`src/rtl/smg_pkg.sv`:
```
// smg_pkg: shared types, codes and constants of the uv sphere mesh generator
// used by smg_phase_div, smg_sincos and uv_sphere_mesh_generator; no dependencies
package smg_pkg;

  // request opcodes
  typedef enum logic {
    OP_VERTEX = 1'b0,
    OP_CELL   = 1'b1
  } op_e;

  // result kinds
  typedef enum logic [1:0] {
    KIND_VERTEX   = 2'd0,
    KIND_TRIANGLE = 2'd1,
    KIND_RANGE    = 2'd2
  } kind_e;

  // configuration register indexes
  typedef enum logic [2:0] {
    CFG_STACK_COUNT  = 3'd0,
    CFG_SECTOR_COUNT = 3'd1,
    CFG_CENTER_X     = 3'd2,
    CFG_CENTER_Y     = 3'd3,
    CFG_CENTER_Z     = 3'd4,
    CFG_RADIUS       = 3'd5
  } cfg_e;

  // input transaction
  typedef struct packed {
    op_e        opcode;
    logic [7:0] ring_index;
    logic [7:0] segment_index;
  } in_t;

  // output transaction
  typedef struct packed {
    kind_e              kind;
    logic signed [31:0] pos_x;
    logic signed [31:0] pos_y;
    logic signed [31:0] pos_z;
    logic [16:0]        color_red;
    logic [16:0]        color_green;
    logic [16:0]        color_blue;
    logic [15:0]        corner_a;
    logic [15:0]        corner_b;
    logic [15:0]        corner_c;
    logic               last;
  } out_t;

  // phase divider: 40 numerator bits, 8 bits retired per stage
  localparam int unsigned DIV_STAGES = 5;
  localparam int unsigned DIV_STEPS  = 8;
  localparam int unsigned DIV_NUM_W  = DIV_STAGES * DIV_STEPS;

  // sine/cosine unit pipeline depth in register stages
  localparam int unsigned SC_LAT = 16;

  // pi in Q32
  localparam logic [33:0] PI_Q32 = 34'h3_243F_6A89;

  // taylor series step counts
  localparam int unsigned SIN_STEPS = 5;
  localparam int unsigned COS_STEPS = 6;

  // exact reciprocal multipliers for the series divisors (30 bit dividends)
  function automatic logic [31:0] sin_mul(int unsigned k);
    case (k)
      0:       return 32'd1249445032; // 110
      1:       return 32'd1908874354; // 72
      2:       return 32'd1636178018; // 42
      3:       return 32'd1717986919; // 20
      default: return 32'd1431655766; // 6
    endcase
  endfunction

  function automatic int unsigned sin_shift(int unsigned k);
    case (k)
      0:       return 37;
      1:       return 37;
      2:       return 36;
      3:       return 35;
      default: return 33;
    endcase
  endfunction

  function automatic logic [31:0] cos_mul(int unsigned k);
    case (k)
      0:       return 32'd2082408386; // 132
      1:       return 32'd1527099484; // 90
      2:       return 32'd1227133514; // 56
      3:       return 32'd1145324613; // 30
      4:       return 32'd1431655766; // 12
      default: return 32'd1073741824; // 2
    endcase
  endfunction

  function automatic int unsigned cos_shift(int unsigned k);
    case (k)
      0:       return 38;
      1:       return 37;
      2:       return 36;
      3:       return 35;
      4:       return 34;
      default: return 31;
    endcase
  endfunction

endpackage

```
`src/rtl/smg_phase_div.sv`:
```
// smg_phase_div: pipelined restoring divider that turns an index into a phase
// depends on smg_pkg for stage and step counts
module smg_phase_div (
  input  logic                            clk_i,
  input  logic                            en_i,
  input  logic [smg_pkg::DIV_NUM_W-1:0]   num_i,
  input  logic [7:0]                      den_i,
  output logic [31:0]                     quo_o
);

  localparam int unsigned NS  = smg_pkg::DIV_STAGES;
  localparam int unsigned NST = smg_pkg::DIV_STEPS;
  localparam int unsigned NW  = smg_pkg::DIV_NUM_W;

  logic [NW-1:0] num_q [NS];
  logic [7:0]    rem_q [NS];
  logic [31:0]   quo_q [NS];
  logic [NW-1:0] num_in [NS];
  logic [7:0]    rem_in [NS];
  logic [31:0]   quo_in [NS];
  logic [NW-1:0] num_d [NS];
  logic [7:0]    rem_d [NS];
  logic [31:0]   quo_d [NS];

  for (genvar s = 0; s < NS; s++) begin : g_stage
    // stage inputs
    if (s == 0) begin : g_first
      assign num_in[s] = num_i;
      assign rem_in[s] = 8'd0;
      assign quo_in[s] = 32'd0;
    end else begin : g_next
      assign num_in[s] = num_q[s-1];
      assign rem_in[s] = rem_q[s-1];
      assign quo_in[s] = quo_q[s-1];
    end

    // NST quotient bits per stage
    always_comb begin : c_steps
      logic [NW-1:0] n;
      logic [7:0]    r;
      logic [31:0]   q;
      logic [8:0]    t;
      n = num_in[s];
      r = rem_in[s];
      q = quo_in[s];
      for (int b = 0; b < NST; b++) begin
        t = {r, n[NW-1]};
        n = n << 1;
        if (t >= {1'b0, den_i}) begin
          r = 8'(t - {1'b0, den_i});
          q = {q[30:0], 1'b1};
        end else begin
          r = t[7:0];
          q = {q[30:0], 1'b0};
        end
      end
      num_d[s] = n;
      rem_d[s] = r;
      quo_d[s] = q;
    end

    always_ff @(posedge clk_i) begin
      if (en_i) begin
        num_q[s] <= num_d[s];
        rem_q[s] <= rem_d[s];
        quo_q[s] <= quo_d[s];
      end
    end
  end

  assign quo_o = quo_q[NS-1];

endmodule

```
`config.mk`:
```
export PLATFORM = sky130hd
export DESIGN_NAME = smg_phase_div
export DESIGN_NICKNAME = d
export VERILOG_FILES = /design/src/rtl/smg_pkg.sv /design/src/rtl/smg_phase_div.sv
export SDC_FILE = /design/constraint.sdc
export NUM_CORES = 1
export LEC_CHECK = 0
export ABC_CLOCK_PERIOD_IN_PS = 30600
export BUFFER_PORTS_ARGS = -buffer_cell sky130_fd_sc_hd__clkbuf_2
export CAP_MARGIN = 30
export CORE_MARGIN = 10
export CORE_UTILIZATION = 63
export CTS_CLUSTER_SIZE = 40
export DETAILED_ROUTE_END_ITERATION = 6
export GPL_TIMING_DRIVEN = 0
export PLACE_DENSITY = 0.84
export SLEW_MARGIN = 20
export SYNTH_ARGS = -nofsm -noshare
export SYNTH_HDL_FRONTEND = slang
export SYNTH_SLANG_ARGS = --single-unit
```
`constraint.sdc`:
```
create_clock -name clk_i -period 30.6 [get_ports clk_i]
set_input_delay 3.06 -clock clk_i [delete_from_list [all_inputs] [get_ports clk_i]]
set_output_delay 3.06 -clock clk_i [all_outputs]
set_load 0.01 [all_outputs]
```
Word level (Yosys, flattened, before mapping) --
Memory sizes are Yosys's and may differ from the RTL's. Cells that the tools add are included.
Word-level totals: bits in registers 0, RAM bits 360, bits of input ports 50, output and inout port bits 32, word-level logic and storage cells 165, memories kept 3
Operators by class: add/subtract/negate cells 40, order comparisons 40, mux-type cells 82
Memories:
- num_q | depth 5, width 32, read ports 4, clocked after memory_dff 0, write ports 5, line smg_phase_div.sv:15 | logic [NW-1:0] num_q [NS];
- quo_q | depth 5, width 32, read ports 5, clocked after memory_dff 0, write ports 5, line smg_phase_div.sv:17 | logic [31:0] quo_q [NS];
- rem_q | depth 5, width 8, read ports 4, clocked after memory_dff 0, write ports 5, line smg_phase_div.sv:16 | logic [7:0] rem_q [NS];
Operator list (count):
- $ge A9 B8 Y1 | 39
- $mux W8 | 40
- $sub A8 B8 Y8 | 39
- $mux W1 | 42
- $ge A1 B8 Y1 | 1
- $sub A1 B8 Y8 | 1

Depth between registers and ports, before layout --
Gate-level depths: netlist (run 1). An unclocked memory read counts as a cell.
word-level depth 17, mapped depth 98, mapped depth without buffers 93

Worst setup path before layout (run 1) --
No wires, ideal clock.
path kind input to register, from in den_i[1], to mem rem_q[3][3], in the netlist rem_q[0][27] (data pin), library setup time 0.261 ns, arrival 22.280 ns, required time 30.339 ns, slack 8.059 ns, stages 92, path buffers 6, cells stage by stage inv_1 -> ha_1 -> a21oi_1 -> o21a_1 -> o21a_1 -> inv_1 -> clkbuf_1 -> mux2_2 -> ha_1 -> and2_1 -> a311o_1 -> nand3_1 -> nand2_1 -> nor2_1 -> clkinv_1 -> o21ai_0 -> inv_1 -> ha_1 -> [56 not listed] -> nand2_1 -> clkbuf_1 -> a21oi_1 -> ha_1 -> nor2b_1 -> o21ai_0 -> a21boi_0 -> o21ai_0 -> nand2b_1 -> a21o_1 -> a21oi_1 -> o21ai_0 -> a21oi_1 -> nand2b_1 -> a21oi_1 -> nor2b_1 -> clkbuf_1 -> a221o_1
RTL lines:
- start: declaration | line smg_phase_div.sv:7 | input logic [7:0] den_i,
- end: declaration | line smg_phase_div.sv:16

==> summary.md, run 1 <==
| Metric | Value |
|---|---|
| Layout area overhead | `7.59%` |
| Final Max Tran Viols | `0` |
| Total track usage | `0.246` |
| Global-route wire length before repair | `91,300 um` |
| Util after Layout | `0.687` |
| Post-synthesis net count | `about 2,900` |
| Post-DRT Antenna Nets | `0` |
| Hold endpoint | `num_q[0][51]$_DFFE_PP_` |
| Status | `finished clean` |
| Sequential area share after synthesis | `0.255` |
| Vias in the first global route | `19,589` |
| Top cell type's share of synthesized area | `0.255` |
| Hold path startpoint | `num_q[0][11]$_DFFE_PP_` |
| Setup TNS Final | `0 ps` |
| Reg-to-reg critical path endpoint | `rem_q[0][27]$_DFFE_PP_` |
| Slowest Stage Delay on Critical Path | `850 ps` |
| Row count | `slightly below 70` |
| Post-synth ARST share | `0` |
| Synth cell types | `90` |
| Critical-path top delay cell | `a2111oi_1` |
| Hold Violations, Final | `0` |
| Die Span Y | `around 210 um` |
| CTS root buf | `clkbuf_16` |
| Hold Path Stages | `0` |
| CP Class | `in -> reg` |
| YS warnings | `0` |
| Register-to-register setup slack | `7580 ps` |
| Register clock-pin slew on the reported worst setup and hold paths | `70 ps` |
| CP delay by family, top | `compound AO/OA/AOI/OAI gates` |
| Avg Vias per Cell | `6.31` |
| Iteration-0 DRC Markers | `roughly 1,100` |
| Post-CTS setup buffer count | `0` |
| Worst-Margin Slew | `995 ps` |
| Number of remaining DRC errors | `0` |
| H-tree levels | `4` |
| Die footprint | `43,900 um^2` |
| Detailed-route via count | `19,201` |
| Slew headroom | `0.335` |
| Die W | `210 um` |
| Drt total wl | `55,200 um` |
| Placer Congestion | `0.916` |
| Max Clk Rate | `between 30 and 40 MHz` |
| Dominant cell type by area after synthesis | `edfxtp_1` |
| Crit path max fanout | `38` |
| Data arrival, critical path | `26,360 ps` |
| Max clock buf depth | `2` |
| Syn Inst Count | `2,462` |
| Ant. Diodes | `0` |
| Setup crit end kind | `register` |
| Reg-to-Reg Start | `rem_q[0][21]$_DFFE_PP_` |
| CTS resizes | `0` |
| CP Launch Type | `input port` |
| Total grt overflow | `0` |
| Cts hold-fix bufs | `0` |
| Max-Cap Viols | `0` |
| Clock Skew | `8.73 ps` |
| Core box area | `35,500 um^2` |
| Drt wl/cell | `18.1 um` |
| Post-DP HPWL | `41,200 um` |
| Unrepaired setup endpoints after global routing | `false` |
| Worst-Skew Late Latency | `470 ps` |
| HP Class | `reg -> reg` |
| Most common cell in the netlist | `ha_1` |
| CTS Buf Count | `17` |
| WP buf/inv | `15` |
| Top post-synthesis cells by count | `314 x ha_1, 209 x inv_1, 192 x edfxtp_1` |
| Netlist Area Pre-Place | `22,600 um^2` |
| Clock sink count | `192` |
| Final nets | `roughly 3,000` |
| #FFs+latches synth | `192` |
| Initial antenna violation count | `0` |
| Post-synth top flop | `edfxtp_1` |
| Syn_area_per_cell | `a little over 9 um^2` |
| 1st-pass router iterations | `6` |
| Storage element area | `a little under 6000 um^2` |
| Port bufs | `81` |
| Depth of the worst register-to-register path | `94` |
| Largest cells by area after synthesis | `edfxtp_1 25%, ha_1 17%, mux2_2 5.9%, xnor2_1 3.8%, a21oi_1 3.8%` |
| WP data required | `about 30,000 ps` |
| Endpoints failing setup | `0` |
| Min Tclk post-route | `between 20,000 and 30,000 ps` |
| CTS tree | `done` |
| I/O Pins | `82` |
| Largest net degree at the start of global routing | `98` |
| Initial Util | `0.638` |
| Crit share post-route | `0.854` |
| Multi-input gate area | `15,900 um^2` |
| Number of flops mapped to enable cells by yosys | `between 150 and 200` |
| Layout cell share with drive strength beyond 1 | `0.116` |
| Fillers | `2,765` |
-- layout make-up --
class / count / area share
clock buffer: 18 / 0.0176
multi-input combinational: 2025 / 0.654
tap: 461 / 0.0237
timing repair buffer: 87 / 0.0234
buffer: 26 / 0.00462
inverter: 219 / 0.0344
sequential: 192 / 0.237
clock inverter: 14 / 0.00534
-- metal layers --
| metal | wire length (um) | part of all wire | global-route usage |
|---|---|---|---|
| met5 | 0 | 0 | 0 |
| met4 | 1550 | 0.028 | 0.0985 |
| met3 | 2730 | 0.049 | 0.0340 |
| met2 | 28200 | 0.51 | 0.452 |
| met1 | 22800 | 0.41 | 0.281 |
-- logic make-up (layout without fill, tap and decap cells) --
kind of cell | after synthesis | in the layout | synth area share
compound gates | 669 | 669 | 0.197
simple gates | 638 | 638 | 0.139
fa+ha+maj | 352 | 352 | 0.207
buf+inv | 245 | 364 | 0.0414
mux | 194 | 194 | 0.0936
flops | 192 | 192 | 0.255
xor+xnor | 172 | 172 | 0.0665
-- metrics by stage --
| step | worst slack (ps) | hold WS [ps] | area (um^2) | instances |
|---|---|---|---|---|
| 2_1_floorplan | 8060 | 400 | 22600 | 2462 |
| 3_3_place_gp | 2930 | 401 | 23600 | 3004 |
| 3_5_place_dp | 4500 | 405 | 23800 | 3010 |
| 4_1_cts | 4990 | 416 | 24400 | 3042 |
| 5_1_grt | 2790 | 425 | 24400 | 3042 |
| 6_report | 4460 | 416 | 24400 | 3042 |
-- cells in the final DEF, fill, tap and decap left out, types with 8 or more instances in the layout --
| cell type | instances |
|---|---|
| mux2_2 | 118 |
| and2_1 | 16 |
| nand2b_1 | 50 |
| a211oi_1 | 24 |
| clkbuf_16 | 17 |
| fa_1 | 38 |
| o21bai_1 | 24 |
| xor2_1 | 73 |
| nor3_1 | 35 |
| inv_2 | 10 |
| nor2_1 | 168 |
| nor2b_1 | 65 |
| o221a_2 | 9 |
| inv_1 | 202 |
| a21o_1 | 74 |
| nand2_1 | 155 |
| clkbuf_2 | 78 |
| a31oi_1 | 15 |
| a211o_1 | 8 |
| ha_1 | 314 |
| nand3_1 | 46 |
| mux2i_1 | 73 |
| a21oi_1 | 170 |
| o21ai_0 | 164 |
| or3_1 | 10 |
| xnor2_1 | 99 |
| clkbuf_1 | 19 |
| and3_1 | 12 |
| nand4_1 | 40 |
| a221o_1 | 14 |
| edfxtp_1 | 192 |
| a21boi_0 | 27 |
| o21a_1 | 34 |
| o211ai_1 | 22 |
-- registers in the layout, indices dropped and copies added, names as in the netlist --
name and flops:
num_q 80, quo_q 80, rem_q 32
-- how the worst max path moves through the flow --
stage	startpoint	to	slack [ps]	depth (start not counted)
2_1_floorplan	den_i[1]	rem_q[0][27]$_DFFE_PP_	8060	92
3_3_place_gp	den_i[1]	rem_q[0][28]$_DFFE_PP_	2930	94
3_5_place_dp	den_i[1]	rem_q[0][27]$_DFFE_PP_	4500	96
4_1_cts	den_i[1]	rem_q[0][27]$_DFFE_PP_	4990	96
5_1_grt	den_i[1]	rem_q[0][30]$_DFFE_PP_	2790	98
6_report	den_i[1]	rem_q[0][27]$_DFFE_PP_	4460	96
-- worst register-to-register path: cells and delay by family (launching register included) --
family / cells / cell delay (ps)
flip-flops: 1 / 450
AO/OA/AOI/OAI: 53 / 13690
adder cells (fa/ha/maj): 8 / 2320
multiplexers: 3 / 1260
AND/OR/NAND/NOR: 17 / 2770
buffers and inverters: 13 / 2270
Power of run 1 is not shown: default switching activity piles up to over one toggle a cycle in this logic, so the estimate is an artifact.
==> run 2: changes to the inputs <==
MAX_ROUTING_LAYER = met4   (was unset)
==> run 2 against run 1 <==
Sequential share of layout area about the same; count of clock-buffer cells in the layout unchanged; largest cell class unchanged; clock skew grew 1.3 ps; final cell count about the same; the flow now finishes with violations (DRC); worst hold slack worse by 0.52 ps; utilization rose by 0.13 points; critical endpoint is now rem_q[0][28]$_DFFE_PP_; register-to-register slack improved by 610 ps; final area increased by 0.19%; die area unchanged; flip-flop and latch count stayed put.
==> summary.md, run 2 (synthesis gave the netlist of run 1 again) <==
| Metric | Value |
|---|---|
| Row count | `69` |
| Final Max Tran Viols | `0` |
| Global-route wire length before repair | `approximately 90,000 um` |
| 1st-pass router iterations | `7` |
| Iteration-0 DRC Markers | `approximately 1,300` |
| CTS tree | `done` |
| CP Class | `in -> reg` |
| Total grt overflow | `0` |
| Number of remaining DRC errors | `3` |
| Die W | `210 um` |
| Status | `finished, violations left` |
| Total track usage | `0.255` |
| Avg Vias per Cell | `6.29` |
| H-tree levels | `4` |
| Largest net degree at the start of global routing | `98` |
| Setup TNS Final | `0 ps` |
| Initial Util | `0.638` |
| Most frequent cells in the layout | `314 x ha_1, 202 x inv_1, 192 x edfxtp_1, 170 x a21oi_1, 168 x nor2_1` |
| Failing checks | `DRC` |
| Fillers | `around 2,700` |
| Worst-Skew Late Latency | `roughly 470 ps` |
| Final nets | `2,972` |
| CTS Buf Count | `17` |
| Layout cell share with drive strength beyond 1 | `0.116` |
| Top flop regs | `num_q x80, quo_q x80, rem_q x32` |
| Detailed-route via count | `19,128` |
| Clock sink count | `roughly 190` |
| Data arrival, critical path | `25,820 ps` |
| Hold path startpoint | `quo_q[0][101]$_DFFE_PP_` |
| Max-Cap Viols | `0` |
| Reg-to-Reg Start | `rem_q[0][21]$_DFFE_PP_` |
| Slowest Stage Delay on Critical Path | `710 ps` |
| Placer Congestion | `0.931` |
| HP Class | `reg -> reg` |
| Slew headroom | `0.442` |
| Unrepaired setup endpoints after global routing | `false` |
| Crit path max fanout | `30` |
| Min Tclk post-route | `25,600 ps` |
| Reg-to-reg critical path endpoint | `rem_q[0][28]$_DFFE_PP_` |
| Crit share post-route | `0.837` |
| CTS resizes | `0` |
| Drt wl/cell | `18.2 um` |
| Util after Layout | `0.688` |
| CP Launch Type | `input port` |
| Core box area | `35,500 um^2` |
| Ant. Diodes | `0` |
| Clock Skew | `about 10 ps` |
| Drt total wl | `between 50,000 and 60,000 um` |
| Max Clk Rate | `between 30 and 40 MHz` |
| Hold Violations, Final | `0` |
| Die footprint | `around 44,000 um^2` |
| Max clock buf depth | `2` |
| WP data required | `30,820 ps` |
| Commonest non-fill, non-tap cell in the layout | `ha_1` |
| Initial antenna violation count | `0` |
| Register clock-pin slew on the reported worst setup and hold paths | `70 ps` |
| Depth of the worst register-to-register path | `94` |
| Port bufs | `around 80` |
| Hold Path Stages | `0` |
| Post-CTS setup buffer count | `0` |
| Worst-Margin Slew | `837 ps` |
| Post-DRT Antenna Nets | `0` |
| Register-to-register setup slack | `8190 ps` |
| Die Span Y | `between 200 and 250 um` |
| Post-DP HPWL | `41,400 um` |
| Setup crit end kind | `register` |
| Layout area overhead | `7.79%` |
| I/O Pins | `82` |
| Critical-path top delay cell | `a2111oi_1` |
| CTS root buf | `clkbuf_16` |
| Vias in the first global route | `19,347` |
| Hold endpoint | `quo_q[0][141]$_DFFE_PP_` |
| Endpoints failing setup | `0` |
| Cts hold-fix bufs | `0` |
run 2: worst max path at each step:
stage                                   endpoint  startpoint
final                     rem_q[0][28]$_DFFE_PP_    den_i[1]
after global routing      rem_q[0][31]$_DFFE_PP_    den_i[1]
after CTS                 rem_q[0][28]$_DFFE_PP_    den_i[1]
after detailed placement  rem_q[0][28]$_DFFE_PP_    den_i[1]
after global placement    rem_q[0][28]$_DFFE_PP_    den_i[1]
after floorplan           rem_q[0][27]$_DFFE_PP_    den_i[1]
run 2: worst max-delay path: cells and delay by family:
| family | cells | cell delay, ps |
|---|---|---|
| compound gates | 51 | 12120 |
| simple gates | 18 | 2840 |
| mux | 4 | 1710 |
| buf+inv | 15 | 3740 |
| fa+ha+maj | 8 | 2320 |
run 2: area by class of cell:
type                            instances  area, um^2  share of cell area
Tap cell                              461         577              0.0236
Timing Repair Buffer                   89         587              0.0240
Multi-Input combinational cell       2025       15900               0.653
Buffer                                 26         113             0.00461
Clock inverter                         13         161             0.00661
Sequential cell                       192        5770               0.236
Clock buffer                           18         429              0.0176
Inverter                              219         835              0.0342
run 2: per-stage QoR:
| stage | setup WS, ps | hold WS [ps] | area [um^2] | cells |
|---|---|---|---|---|
| floorplan | 8060 | 400 | 22600 | 2462 |
| global placement | 3000 | 401 | 23600 | 3004 |
| detailed placement | 4790 | 405 | 23800 | 3011 |
| CTS | 5230 | 418 | 24400 | 3042 |
| global route | 3120 | 422 | 24400 | 3043 |
| finish | 5000 | 416 | 24400 | 3043 |
run 2: layer usage:
metal	GRT usage	vias to the layer above	wire length [um]
met5	-	-	0
met4	0.0891	0	1390
met3	0.0331	120	2590
met2	0.446	547	27800
met1	0.295	9125	23500
li1	-	9336	-
Power of run 2 is left out for the same reason.
